--- config.mk ---
export PLATFORM = sky130hd
export DESIGN_NAME = cell_list_neighbor_enumerator
export DESIGN_NICKNAME = d
export VERILOG_FILES = /design/src/rtl/core/cle_pkg.sv /design/src/rtl/core/cle_fifo.sv /design/src/rtl/core/cle_front.sv /design/src/rtl/core/cle_back.sv /design/src/rtl/core/cell_list_neighbor_enumerator.sv
export SDC_FILE = /design/constraint.sdc
export NUM_CORES = 2
export LEC_CHECK = 0
export BUFFER_PORTS_ARGS = -buffer_cell sky130_fd_sc_hd__buf_2
export CAP_MARGIN = 20
export CORE_MARGIN = 3
export CORE_UTILIZATION = 35
export CTS_CLUSTER_DIAMETER = 50
export DETAILED_ROUTE_END_ITERATION = 8
export PLACE_DENSITY = 0.5
export SYNTH_ARGS = -nofsm -noshare
export SYNTH_HDL_FRONTEND = slang
export SYNTH_SLANG_ARGS = --single-unit
export TNS_END_PERCENT = 100
--- constraint.sdc ---
create_clock -name clk_i -period 19 [get_ports clk_i]
set_input_delay 0.95 -clock clk_i [delete_from_list [all_inputs] [get_ports clk_i]]
set_output_delay 0.95 -clock clk_i [all_outputs]
set_load 0.02 [all_outputs]
--- src/rtl/core/cle_pkg.sv ---
// Shared types, constants and the shell offset table for the cell list neighbor enumerator.
`timescale 1ns / 1ps

package cle_pkg;

  // Grid limits and field widths
  localparam int unsigned SIZE_W    = 9;
  localparam int unsigned COORD_W   = 8;
  localparam int unsigned INDEX_W   = 24;
  localparam int unsigned PROD_W    = 17;
  localparam int unsigned CFG_IDX_W = 2;
  localparam logic [SIZE_W-1:0] MAX_CELLS_PER_AXIS = 9'd256;

  // Shell sizes
  localparam int unsigned HALF_SHELL_CELLS = 14;
  localparam int unsigned FULL_SHELL_CELLS = 27;
  localparam int unsigned SHELL_W          = $clog2(FULL_SHELL_CELLS);

  // Request queue between front and back
  localparam int unsigned FIFO_DEPTH = 2;
  localparam int unsigned FIFO_PTR_W = $clog2(FIFO_DEPTH);
  localparam int unsigned FIFO_CNT_W = $clog2(FIFO_DEPTH + 1);

  // Configuration register indexes
  typedef enum logic [CFG_IDX_W-1:0] {
    CFG_GRID_SIZE_X = 2'd0,
    CFG_GRID_SIZE_Y = 2'd1,
    CFG_GRID_SIZE_Z = 2'd2,
    CFG_FULL_SHELL  = 2'd3
  } cfg_index_e;

  // Per-axis neighbor step
  typedef enum logic [1:0] {
    OFF_NEG  = 2'd0,
    OFF_ZERO = 2'd1,
    OFF_POS  = 2'd2
  } offset_code_e;

  typedef struct packed {
    offset_code_e dx;
    offset_code_e dy;
    offset_code_e dz;
  } offset_t;

  typedef struct packed {
    logic [COORD_W-1:0] cell_x;
    logic [COORD_W-1:0] cell_y;
    logic [COORD_W-1:0] cell_z;
  } query_t;

  typedef struct packed {
    logic [INDEX_W-1:0] neighbor_index;
    logic               last_neighbor;
    logic               coord_error;
  } result_t;

  // Effective (saturated) configuration seen by the front
  typedef struct packed {
    logic [SIZE_W-1:0] size_x;
    logic [SIZE_W-1:0] size_y;
    logic [SIZE_W-1:0] size_z;
    logic              full_shell;
  } cfg_t;

  // Classified request handed from front to back
  typedef struct packed {
    logic                        coord_error;
    logic [FULL_SHELL_CELLS-1:0] neighbor_mask;
    logic [INDEX_W-1:0]          base_index;
    logic [SIZE_W-1:0]           size_x;
    logic [PROD_W-1:0]           size_xy;
  } job_t;

  // Queue status toward the front and back
  typedef struct packed {
    logic full;
    logic empty;
  } fifo_status_t;

  // Clamp a grid size register to the supported axis length
  function automatic logic [SIZE_W-1:0] saturate_size(input logic [SIZE_W-1:0] size);
    return (size > MAX_CELLS_PER_AXIS) ? MAX_CELLS_PER_AXIS : size;
  endfunction

  // Neighbor offsets: self, 13 forward cells, then the 13 backward cells
  function automatic offset_t shell_offset(input logic [SHELL_W-1:0] k);
    offset_t o;
    case (k)
      5'd0:    o = '{OFF_ZERO, OFF_ZERO, OFF_ZERO};
      5'd1:    o = '{OFF_POS,  OFF_ZERO, OFF_ZERO};
      5'd2:    o = '{OFF_ZERO, OFF_POS,  OFF_ZERO};
      5'd3:    o = '{OFF_ZERO, OFF_ZERO, OFF_POS };
      5'd4:    o = '{OFF_POS,  OFF_POS,  OFF_ZERO};
      5'd5:    o = '{OFF_POS,  OFF_ZERO, OFF_POS };
      5'd6:    o = '{OFF_ZERO, OFF_POS,  OFF_POS };
      5'd7:    o = '{OFF_POS,  OFF_NEG,  OFF_ZERO};
      5'd8:    o = '{OFF_NEG,  OFF_ZERO, OFF_POS };
      5'd9:    o = '{OFF_ZERO, OFF_NEG,  OFF_POS };
      5'd10:   o = '{OFF_POS,  OFF_POS,  OFF_POS };
      5'd11:   o = '{OFF_NEG,  OFF_POS,  OFF_POS };
      5'd12:   o = '{OFF_POS,  OFF_NEG,  OFF_POS };
      5'd13:   o = '{OFF_NEG,  OFF_NEG,  OFF_POS };
      5'd14:   o = '{OFF_NEG,  OFF_ZERO, OFF_ZERO};
      5'd15:   o = '{OFF_ZERO, OFF_NEG,  OFF_ZERO};
      5'd16:   o = '{OFF_ZERO, OFF_ZERO, OFF_NEG };
      5'd17:   o = '{OFF_NEG,  OFF_NEG,  OFF_ZERO};
      5'd18:   o = '{OFF_NEG,  OFF_ZERO, OFF_NEG };
      5'd19:   o = '{OFF_ZERO, OFF_NEG,  OFF_NEG };
      5'd20:   o = '{OFF_NEG,  OFF_POS,  OFF_ZERO};
      5'd21:   o = '{OFF_POS,  OFF_ZERO, OFF_NEG };
      5'd22:   o = '{OFF_ZERO, OFF_POS,  OFF_NEG };
      5'd23:   o = '{OFF_NEG,  OFF_NEG,  OFF_NEG };
      5'd24:   o = '{OFF_POS,  OFF_NEG,  OFF_NEG };
      5'd25:   o = '{OFF_NEG,  OFF_POS,  OFF_NEG };
      5'd26:   o = '{OFF_POS,  OFF_POS,  OFF_NEG };
      default: o = '{OFF_ZERO, OFF_ZERO, OFF_ZERO};
    endcase
    return o;
  endfunction

  // True when a step along one axis stays inside the grid
  function automatic logic axis_ok(input offset_code_e code, input logic lo_ok,
                                   input logic hi_ok);
    logic ok;
    case (code)
      OFF_NEG:  ok = lo_ok;
      OFF_ZERO: ok = 1'b1;
      OFF_POS:  ok = hi_ok;
      default:  ok = 1'b0;
    endcase
    return ok;
  endfunction

endpackage

--- src/rtl/core/cle_fifo.sv ---
// Two-entry request queue between the classifying front and the enumerating back.
`timescale 1ns / 1ps

module cle_fifo (
  input  logic                  clk_i,
  input  logic                  rst_ni,
  input  logic                  push_i,
  input  cle_pkg::job_t         data_i,
  input  logic                  pop_i,
  output cle_pkg::job_t         data_o,
  output cle_pkg::fifo_status_t status_o
);

  cle_pkg::job_t                       mem_q [cle_pkg::FIFO_DEPTH];
  logic [cle_pkg::FIFO_PTR_W-1:0]      wr_ptr_q, wr_ptr_d;
  logic [cle_pkg::FIFO_PTR_W-1:0]      rd_ptr_q, rd_ptr_d;
  logic [cle_pkg::FIFO_CNT_W-1:0]      count_q, count_d;

  // Flag full and empty
  assign status_o.full  = (count_q == cle_pkg::FIFO_CNT_W'(cle_pkg::FIFO_DEPTH));
  assign status_o.empty = (count_q == '0);
  assign data_o         = mem_q[rd_ptr_q];

  // Advance pointers and count
  always_comb begin
    wr_ptr_d = push_i ? wr_ptr_q + 1'b1 : wr_ptr_q;
    rd_ptr_d = pop_i  ? rd_ptr_q + 1'b1 : rd_ptr_q;
    count_d  = count_q;
    if (push_i && !pop_i) begin
      count_d = count_q + 1'b1;
    end else if (!push_i && pop_i) begin
      count_d = count_q - 1'b1;
    end
  end

  always_ff @(posedge clk_i or negedge rst_ni) begin
    if (!rst_ni) begin
      wr_ptr_q <= '0;
      rd_ptr_q <= '0;
      count_q  <= '0;
    end else begin
      wr_ptr_q <= wr_ptr_d;
      rd_ptr_q <= rd_ptr_d;
      count_q  <= count_d;
    end
  end

  // Store the pushed request
  always_ff @(posedge clk_i) begin
    if (push_i) begin
      mem_q[wr_ptr_q] <= data_i;
    end
  end

  a_no_overflow: assert property (@(posedge clk_i) disable iff (!rst_ni)
    push_i |-> (!status_o.full || pop_i))
    else $error("request queue overflow");

  a_no_underflow: assert property (@(posedge clk_i) disable iff (!rst_ni)
    pop_i |-> !status_o.empty)
    else $error("request queue underflow");

endmodule

--- src/rtl/core/cle_front.sv ---
// Front end: accepts a query, checks it against the grid and builds the base index and shell mask.
`timescale 1ns / 1ps

module cle_front (
  input  logic                  clk_i,
  input  logic                  rst_ni,
  input  logic                  start_i,
  input  cle_pkg::query_t       query_i,
  input  cle_pkg::cfg_t         cfg_i,
  input  cle_pkg::fifo_status_t fifo_status_i,
  output logic                  busy_o,
  output logic                  push_o,
  output cle_pkg::job_t         job_o
);

  // Stage A: bounds flags and partial products
  logic                          a_valid_q, a_valid_d;
  logic                          a_error_q;
  logic                          a_full_shell_q;
  logic [cle_pkg::COORD_W-1:0]   a_cx_q;
  logic [cle_pkg::SIZE_W-1:0]    a_sx_q;
  logic [cle_pkg::PROD_W-1:0]    a_zy_q;
  logic [cle_pkg::PROD_W-1:0]    a_yx_q;
  logic [cle_pkg::PROD_W-1:0]    a_xy_q;
  logic                          a_xlo_q, a_xhi_q;
  logic                          a_ylo_q, a_yhi_q;
  logic                          a_zlo_q, a_zhi_q;

  // Stage B: finished request
  logic                          b_valid_q, b_valid_d;
  cle_pkg::job_t                 b_job_q, b_job_d;

  logic                          accept;
  logic                          a_adv;
  logic                          b_push;
  logic [2*cle_pkg::SIZE_W-1:0]  xy_full;
  logic [25:0]                   base_full;
  cle_pkg::offset_t              off;

  // Hand off and stall
  assign b_push = b_valid_q && !fifo_status_i.full;
  assign a_adv  = !b_valid_q || b_push;
  assign busy_o = a_valid_q && !a_adv;
  assign accept = start_i && !busy_o;
  assign push_o = b_push;
  assign job_o  = b_job_q;

  assign xy_full = (2*cle_pkg::SIZE_W)'(cfg_i.size_x) * (2*cle_pkg::SIZE_W)'(cfg_i.size_y);

  // Valid bits for both stages
  always_comb begin
    a_valid_d = a_valid_q;
    if (accept) begin
      a_valid_d = 1'b1;
    end else if (a_adv) begin
      a_valid_d = 1'b0;
    end
    b_valid_d = b_valid_q;
    if (a_valid_q && a_adv) begin
      b_valid_d = 1'b1;
    end else if (b_push) begin
      b_valid_d = 1'b0;
    end
  end

  always_ff @(posedge clk_i or negedge rst_ni) begin
    if (!rst_ni) begin
      a_valid_q <= 1'b0;
      b_valid_q <= 1'b0;
    end else begin
      a_valid_q <= a_valid_d;
      b_valid_q <= b_valid_d;
    end
  end

  // Capture the query with its bounds flags and products
  always_ff @(posedge clk_i) begin
    if (accept) begin
      a_error_q      <= ({1'b0, query_i.cell_x} >= cfg_i.size_x) ||
                        ({1'b0, query_i.cell_y} >= cfg_i.size_y) ||
                        ({1'b0, query_i.cell_z} >= cfg_i.size_z);
      a_full_shell_q <= cfg_i.full_shell;
      a_cx_q         <= query_i.cell_x;
      a_sx_q         <= cfg_i.size_x;
      a_zy_q         <= cle_pkg::PROD_W'(query_i.cell_z) * cle_pkg::PROD_W'(cfg_i.size_y);
      a_yx_q         <= cle_pkg::PROD_W'(query_i.cell_y) * cle_pkg::PROD_W'(cfg_i.size_x);
      a_xy_q         <= xy_full[cle_pkg::PROD_W-1:0];
      a_xlo_q        <= (query_i.cell_x != '0);
      a_ylo_q        <= (query_i.cell_y != '0);
      a_zlo_q        <= (query_i.cell_z != '0);
      a_xhi_q        <= (({1'b0, query_i.cell_x} + 9'd1) < cfg_i.size_x);
      a_yhi_q        <= (({1'b0, query_i.cell_y} + 9'd1) < cfg_i.size_y);
      a_zhi_q        <= (({1'b0, query_i.cell_z} + 9'd1) < cfg_i.size_z);
    end
  end

  // Build base index and mask of in-grid neighbors
  always_comb begin
    off       = '{cle_pkg::OFF_ZERO, cle_pkg::OFF_ZERO, cle_pkg::OFF_ZERO};
    base_full = 26'(a_zy_q) * 26'(a_sx_q) + 26'(a_yx_q) + 26'(a_cx_q);
    b_job_d.coord_error = a_error_q;
    b_job_d.base_index  = base_full[cle_pkg::INDEX_W-1:0];
    b_job_d.size_x      = a_sx_q;
    b_job_d.size_xy     = a_xy_q;
    for (int k = 0; k < cle_pkg::FULL_SHELL_CELLS; k++) begin
      off = cle_pkg::shell_offset(cle_pkg::SHELL_W'(k));
      b_job_d.neighbor_mask[k] = cle_pkg::axis_ok(off.dx, a_xlo_q, a_xhi_q) &&
                                 cle_pkg::axis_ok(off.dy, a_ylo_q, a_yhi_q) &&
                                 cle_pkg::axis_ok(off.dz, a_zlo_q, a_zhi_q) &&
                                 ((k < cle_pkg::HALF_SHELL_CELLS) || a_full_shell_q);
    end
  end

  always_ff @(posedge clk_i) begin
    if (a_valid_q && a_adv) begin
      b_job_q <= b_job_d;
    end
  end

  a_busy_when_full: assert property (@(posedge clk_i) disable iff (!rst_ni)
    busy_o |-> (a_valid_q && b_valid_q && fifo_status_i.full))
    else $error("front busy while a stage is free");

endmodule

--- src/rtl/core/cle_back.sv ---
// Back end: walks the shell mask of one request and emits one neighbor index per cycle.
`timescale 1ns / 1ps

module cle_back (
  input  logic                  clk_i,
  input  logic                  rst_ni,
  input  cle_pkg::fifo_status_t fifo_status_i,
  input  cle_pkg::job_t         job_i,
  output logic                  pop_o,
  output logic                  result_valid_o,
  output cle_pkg::result_t      result_o
);

  logic                                cur_valid_q, cur_valid_d;
  cle_pkg::job_t                       cur_q, cur_d;
  logic                                result_valid_q;
  cle_pkg::result_t                    result_q, result_d;

  logic [cle_pkg::SHELL_W-1:0]          sel;
  logic [cle_pkg::FULL_SHELL_CELLS-1:0] sel_onehot;
  logic [cle_pkg::FULL_SHELL_CELLS-1:0] rest;
  logic                                last;
  logic                                done;
  cle_pkg::offset_t                    off;
  logic [cle_pkg::INDEX_W-1:0]          term_x, term_y, term_z;

  // Pick the lowest pending neighbor
  always_comb begin
    sel = '0;
    for (int i = cle_pkg::FULL_SHELL_CELLS - 1; i >= 0; i--) begin
      if (cur_q.neighbor_mask[i]) begin
        sel = cle_pkg::SHELL_W'(i);
      end
    end
  end

  assign sel_onehot = cle_pkg::FULL_SHELL_CELLS'(1) << sel;
  assign rest       = cur_q.neighbor_mask & ~sel_onehot;
  assign last       = (rest == '0);
  assign off        = cle_pkg::shell_offset(sel);

  // Step terms, added modulo the index width
  always_comb begin
    case (off.dx)
      cle_pkg::OFF_POS: term_x = cle_pkg::INDEX_W'(1);
      cle_pkg::OFF_NEG: term_x = '1;
      default:          term_x = '0;
    endcase
    case (off.dy)
      cle_pkg::OFF_POS: term_y = cle_pkg::INDEX_W'(cur_q.size_x);
      cle_pkg::OFF_NEG: term_y = '0 - cle_pkg::INDEX_W'(cur_q.size_x);
      default:          term_y = '0;
    endcase
    case (off.dz)
      cle_pkg::OFF_POS: term_z = cle_pkg::INDEX_W'(cur_q.size_xy);
      cle_pkg::OFF_NEG: term_z = '0 - cle_pkg::INDEX_W'(cur_q.size_xy);
      default:          term_z = '0;
    endcase
  end

  // Form the result and decide when the request is finished
  always_comb begin
    done = cur_valid_q && (cur_q.coord_error || last);
    if (cur_q.coord_error) begin
      result_d.neighbor_index = '0;
      result_d.last_neighbor  = 1'b1;
      result_d.coord_error    = 1'b1;
    end else begin
      result_d.neighbor_index = cur_q.base_index + term_x + term_y + term_z;
      result_d.last_neighbor  = last;
      result_d.coord_error    = 1'b0;
    end
  end

  // Load the next request or drop the emitted neighbor
  assign pop_o = (!cur_valid_q || done) && !fifo_status_i.empty;

  always_comb begin
    cur_valid_d = cur_valid_q;
    cur_d       = cur_q;
    if (pop_o) begin
      cur_valid_d = 1'b1;
      cur_d       = job_i;
    end else if (done) begin
      cur_valid_d = 1'b0;
    end else if (cur_valid_q) begin
      cur_d.neighbor_mask = rest;
    end
  end

  always_ff @(posedge clk_i or negedge rst_ni) begin
    if (!rst_ni) begin
      cur_valid_q    <= 1'b0;
      result_valid_q <= 1'b0;
    end else begin
      cur_valid_q    <= cur_valid_d;
      result_valid_q <= cur_valid_q;
    end
  end

  always_ff @(posedge clk_i) begin
    cur_q <= cur_d;
    if (cur_valid_q) begin
      result_q <= result_d;
    end
  end

  assign result_valid_o = result_valid_q;
  assign result_o       = result_q;

  a_error_is_last: assert property (@(posedge clk_i) disable iff (!rst_ni)
    (result_valid_q && result_q.coord_error) |-> result_q.last_neighbor)
    else $error("error result not marked last");

  a_mask_nonempty: assert property (@(posedge clk_i) disable iff (!rst_ni)
    (cur_valid_q && !cur_q.coord_error) |-> (cur_q.neighbor_mask != '0))
    else $error("active request has no pending neighbor");

endmodule

--- src/rtl/core/cell_list_neighbor_enumerator.sv ---
// Top level of the cell list neighbor enumerator: configuration registers and block wiring.
//
// Usage: write grid_size_x/y/z (index 0..2) and full_shell (index 3) over the
// cfg_valid_i / cfg_ready_o channel while no request is in flight; cfg_ready_o
// is always high. A request carries one cell coordinate and is taken at a
// rising edge with start_i high and busy_o low. Each request yields its
// neighbor cell indices on result_o, one per cycle, each marked by a
// one-cycle result_valid_o; the final one has last_neighbor set. A coordinate
// outside the grid gives a single result with coord_error set.
// Path: an accepted request passes the two front stages (A and B) and the queue,
// then the back end's current request register; each result leaves the output register.
// Throughput: one result per cycle while a request is in the back end; a request
// has 1 to 14 results in half shell, 1 to 27 in full shell. The back end loads
// the next queued request as the last one forms its final result, so requests
// back to back give results with no gap. The front and a two-entry queue buffer
// up to four requests, after which busy_o holds off start_i until the back end frees an entry.
// Reset: grid sizes return to 1, full_shell to 0, all requests are dropped.
// The receiver cannot stall: every result is taken in its strobe cycle.
`timescale 1ns / 1ps

module cell_list_neighbor_enumerator (
  input  logic                               clk_i,
  input  logic                               rst_ni,
  input  logic                               start_i,
  input  cle_pkg::query_t                    query_i,
  output logic                               busy_o,
  input  logic                               cfg_valid_i,
  output logic                               cfg_ready_o,
  input  logic [cle_pkg::CFG_IDX_W-1:0]      cfg_index_i,
  input  logic [cle_pkg::SIZE_W-1:0]         cfg_data_i,
  output logic                               result_valid_o,
  output cle_pkg::result_t                   result_o
);

  logic [cle_pkg::SIZE_W-1:0] grid_size_x_q;
  logic [cle_pkg::SIZE_W-1:0] grid_size_y_q;
  logic [cle_pkg::SIZE_W-1:0] grid_size_z_q;
  logic                       full_shell_q;

  cle_pkg::cfg_t              cfg;
  cle_pkg::fifo_status_t      fifo_status;
  cle_pkg::job_t              push_job;
  cle_pkg::job_t              pop_job;
  logic                       fifo_push;
  logic                       fifo_pop;

  assign cfg_ready_o = 1'b1;

  // Write configuration registers
  always_ff @(posedge clk_i or negedge rst_ni) begin
    if (!rst_ni) begin
      grid_size_x_q <= cle_pkg::SIZE_W'(1);
      grid_size_y_q <= cle_pkg::SIZE_W'(1);
      grid_size_z_q <= cle_pkg::SIZE_W'(1);
      full_shell_q  <= 1'b0;
    end else if (cfg_valid_i && cfg_ready_o) begin
      case (cle_pkg::cfg_index_e'(cfg_index_i))
        cle_pkg::CFG_GRID_SIZE_X: grid_size_x_q <= cfg_data_i;
        cle_pkg::CFG_GRID_SIZE_Y: grid_size_y_q <= cfg_data_i;
        cle_pkg::CFG_GRID_SIZE_Z: grid_size_z_q <= cfg_data_i;
        cle_pkg::CFG_FULL_SHELL:  full_shell_q  <= cfg_data_i[0];
        default: ;
      endcase
    end
  end

  // Clamp sizes to the supported axis length
  assign cfg.size_x     = cle_pkg::saturate_size(grid_size_x_q);
  assign cfg.size_y     = cle_pkg::saturate_size(grid_size_y_q);
  assign cfg.size_z     = cle_pkg::saturate_size(grid_size_z_q);
  assign cfg.full_shell = full_shell_q;

  cle_front u_front (
    .clk_i         (clk_i),
    .rst_ni        (rst_ni),
    .start_i       (start_i),
    .query_i       (query_i),
    .cfg_i         (cfg),
    .fifo_status_i (fifo_status),
    .busy_o        (busy_o),
    .push_o        (fifo_push),
    .job_o         (push_job)
  );

  cle_fifo u_fifo (
    .clk_i    (clk_i),
    .rst_ni   (rst_ni),
    .push_i   (fifo_push),
    .data_i   (push_job),
    .pop_i    (fifo_pop),
    .data_o   (pop_job),
    .status_o (fifo_status)
  );

  cle_back u_back (
    .clk_i          (clk_i),
    .rst_ni         (rst_ni),
    .fifo_status_i  (fifo_status),
    .job_i          (pop_job),
    .pop_o          (fifo_pop),
    .result_valid_o (result_valid_o),
    .result_o       (result_o)
  );

endmodule

==> metrics <==
status finished clean; vias per cell 4.751; # DRC 0; Setup Fix Bufs, Post-CTS 0; Die Area 97020 µm²; clk buf depth 3; Initial DRC Count 914; post-route cell area 36690 µm²; Setup Slack @ Placement 10.99 ns; Setup-failing EPs final 0; std cell rows 111; Initial Util 35.47%; Area growth, synth to finish 12.33%; most frequent cell after synthesis inv_1; Hold Vio Cnt, Final 0; syn_nets 3480; RSZ-0062 raised after global routing no; endpoint class of the critical path flop; # nets final 3551; area post-placement 34410 µm²; warnings from Yosys 0; hold_buf cts 0; Slowest Stage Delay on Critical Path 0.73 ns; Die H 311.5 µm; vias in the first global route 21740; Worst-Skew Late Latency 0.61 ns; detailed-route via count 20210; hold crit path type in -> async; CP Class reg -> reg; post-route minimum period 8.008 ns; Worst EP required 19.35 ns; Syn Area/Cell 11.35 µm²; layout cells sized above 1 10.52%; top-area cell type share of the netlist area 37.79%; Synth area leaders edfxtp_1 (38%), fa_1 (18%), ha_1 (10%), inv_1 (5.1%), nand2_1 (3.6%); Pre-antenna DRT Iters 5; Seq cells post-synth 447; initial antenna violation count 13; Post-synth EDFFs 411; IO Port Bufs 66; Crit path top cell by count inv_1; Slew headroom 33.04%; Least-Margin Pin Slew 1.004 ns; Root Buffer clkbuf_16; final wirelength 73600 µm; Top FF cell, synth edfxtp_1; CTS clock-pin slew for the worst setup and hold paths 0.06 ns; drt wl/cell 17.30 µm; GRT Overall Usage 15.57%; Pins Over Slew Limit 0; slowest CP cell o221ai_1; Die W 311.5 µm; Max Cap Violations 0; post-CTS sizing 0; Setup WS post-layout 10.99 ns; Ports 68; GRT overflow 0; RePlAce Congestion 0.8575; clk sinks 447; fmax 0.1249 GHz; Final Cycle Share 42.14%; core area 92080 µm²; CP max FO 13; clock skew 0.05528 ns; Detail Placement HPWL 56880 µm; Num CTS Buffers 66; H-tree levels 3; Post-Synthesis Cells 2879; Post-Syn Area 32660 µm²; CTS tree yes; critical path launch point type flop; pin count of the biggest net entering global routing 74; Worst EP arrival 8.35 ns; sequential-to-total area share from yosys stat 40.56%; cell taking the most area after synthesis edfxtp_1; final setup TNS 0 ns; first-pass GRT wire length 120300 µm; Synth top cells by count inv_1 (447), edfxtp_1 (411), nand2_1 (312), fa_1 (301), ha_1 (261); Routed Antenna Nets 0; Layout fillers 8812; Netlist cell types 72; asr flop ratio synth 8.054%
[flip-flops by register name (all words and copies together), names as in the netlist, 17 cells and up]
signal / count
u_front.a_zy_q: 17
u_fifo.mem_q: 154
u_front.a_xy_q: 17
u_back.cur_q: 78
u_front.a_yx_q: 17
u_front.job_o: 77
u_back.result_o: 26
[per-stage QoR]
| step | instances | util (%) | hold slack (ns) |
|---|---|---|---|
| final | 4254 | 39.85 | 0.4037 |
| after global routing | 4249 | 39.83 | 0.4150 |
| after CTS | 4243 | 39.78 | 0.3897 |
| after detailed placement | 4122 | 37.36 | 0.4045 |
| after global placement | 4119 | 37.34 | 0.4058 |
| after floorplan | 2879 | - | 0.4003 |
[path summary, 6_finish.rpt]
check                           depth (start not counted)                       start                           endpoint  slack (ns)
max in group asynchronous                               2                      rst_ni       grid_size_x_q[6]$_DFFE_PN0P_       18.11
worst min-delay path                                    2                      rst_ni     u_back.cur_valid_q$_DFFE_PN0P_        0.40
worst max-delay path                                   26  u_back.cur_q[73]$_DFFE_PP_  u_back.result_o[24]$_SDFFCE_PP0P_       10.99
min in group clk_i                                      0  u_front.job_o[2]$_DFFE_PP_       u_fifo.mem_q[1][2]$_DFFE_PP_        0.41
worst max register to register                         26  u_back.cur_q[73]$_DFFE_PP_  u_back.result_o[24]$_SDFFCE_PP0P_       10.99
worst min register to register                          0  u_front.job_o[2]$_DFFE_PP_       u_fifo.mem_q[1][2]$_DFFE_PP_        0.41
[cell families after synthesis]
kind of cell / after synthesis / share of synthesized area, %
multiplexers: 131 / 4.428
buffers and inverters: 540 / 6.259
other: 1 / 0.01148
AND/OR/NAND/NOR: 805 / 11.76
flip-flops: 447 / 40.56
XOR/XNOR: 123 / 3.298
adder cells (fa/ha/maj): 562 / 28.45
AO/OA/AOI/OAI: 270 / 5.240
[layout by cell type (no fill, tap or decap), types with 10 or more instances in the layout]
master and count:
a211oi_1 13, a21o_1 18, a21oi_1 68, and2_1 131
and3_1 23, buf_2 67, buf_4 19, clkbuf_16 66
clkinv_1 11, clkinv_2 13, dfrtp_1 32, edfxtp_1 411
fa_1 301, ha_1 261, inv_1 446, inv_6 13
mux2_2 84, mux2i_1 41, nand2_1 312, nand2b_1 17
nand3_1 32, nand4_1 10, nor2_1 160, nor2b_1 32
nor3_1 36, o21a_1 23, o21ai_0 71, or3_1 10
xnor2_1 73, xor2_1 50
[critical path, delay by kind of cell, from the launching register on]
| family | cells | cell delay (ns) |
|---|---|---|
| AO/OA/AOI/OAI | 12 | 3.57 |
| adder cells (fa/ha/maj) | 4 | 1.83 |
| AND/OR/NAND/NOR | 5 | 1.24 |
| flip-flops | 1 | 0.50 |
| buffers and inverters | 4 | 0.43 |
| XOR/XNOR | 1 | 0.16 |
[final cells by class]
cell class	count	area [µm²]	area share (%)
multi-input cells	1892	17410	47.45
flip-flops and latches	447	13250	36.11
inverters	454	1704	4.644
clock buffers	68	1659	4.522
well taps	1243	1555	4.239
clock inverters	53	564.3	1.538
repair buffers	89	526.8	1.436
diodes	8	20.02	0.05456
[layer usage]
layer | global-route usage, % | up-vias | wire [µm]
met5 | 0 | - | 52
met4 | 4.601 | 8 | 1927
met3 | 3.658 | 125 | 3655
met2 | 25.20 | 394 | 33570
met1 | 20.83 | 9986 | 34400
li1 | - | 9699 | -
Power is not shown: default switching activity piles up to over one toggle a cycle in this logic, so the estimate is an artifact.
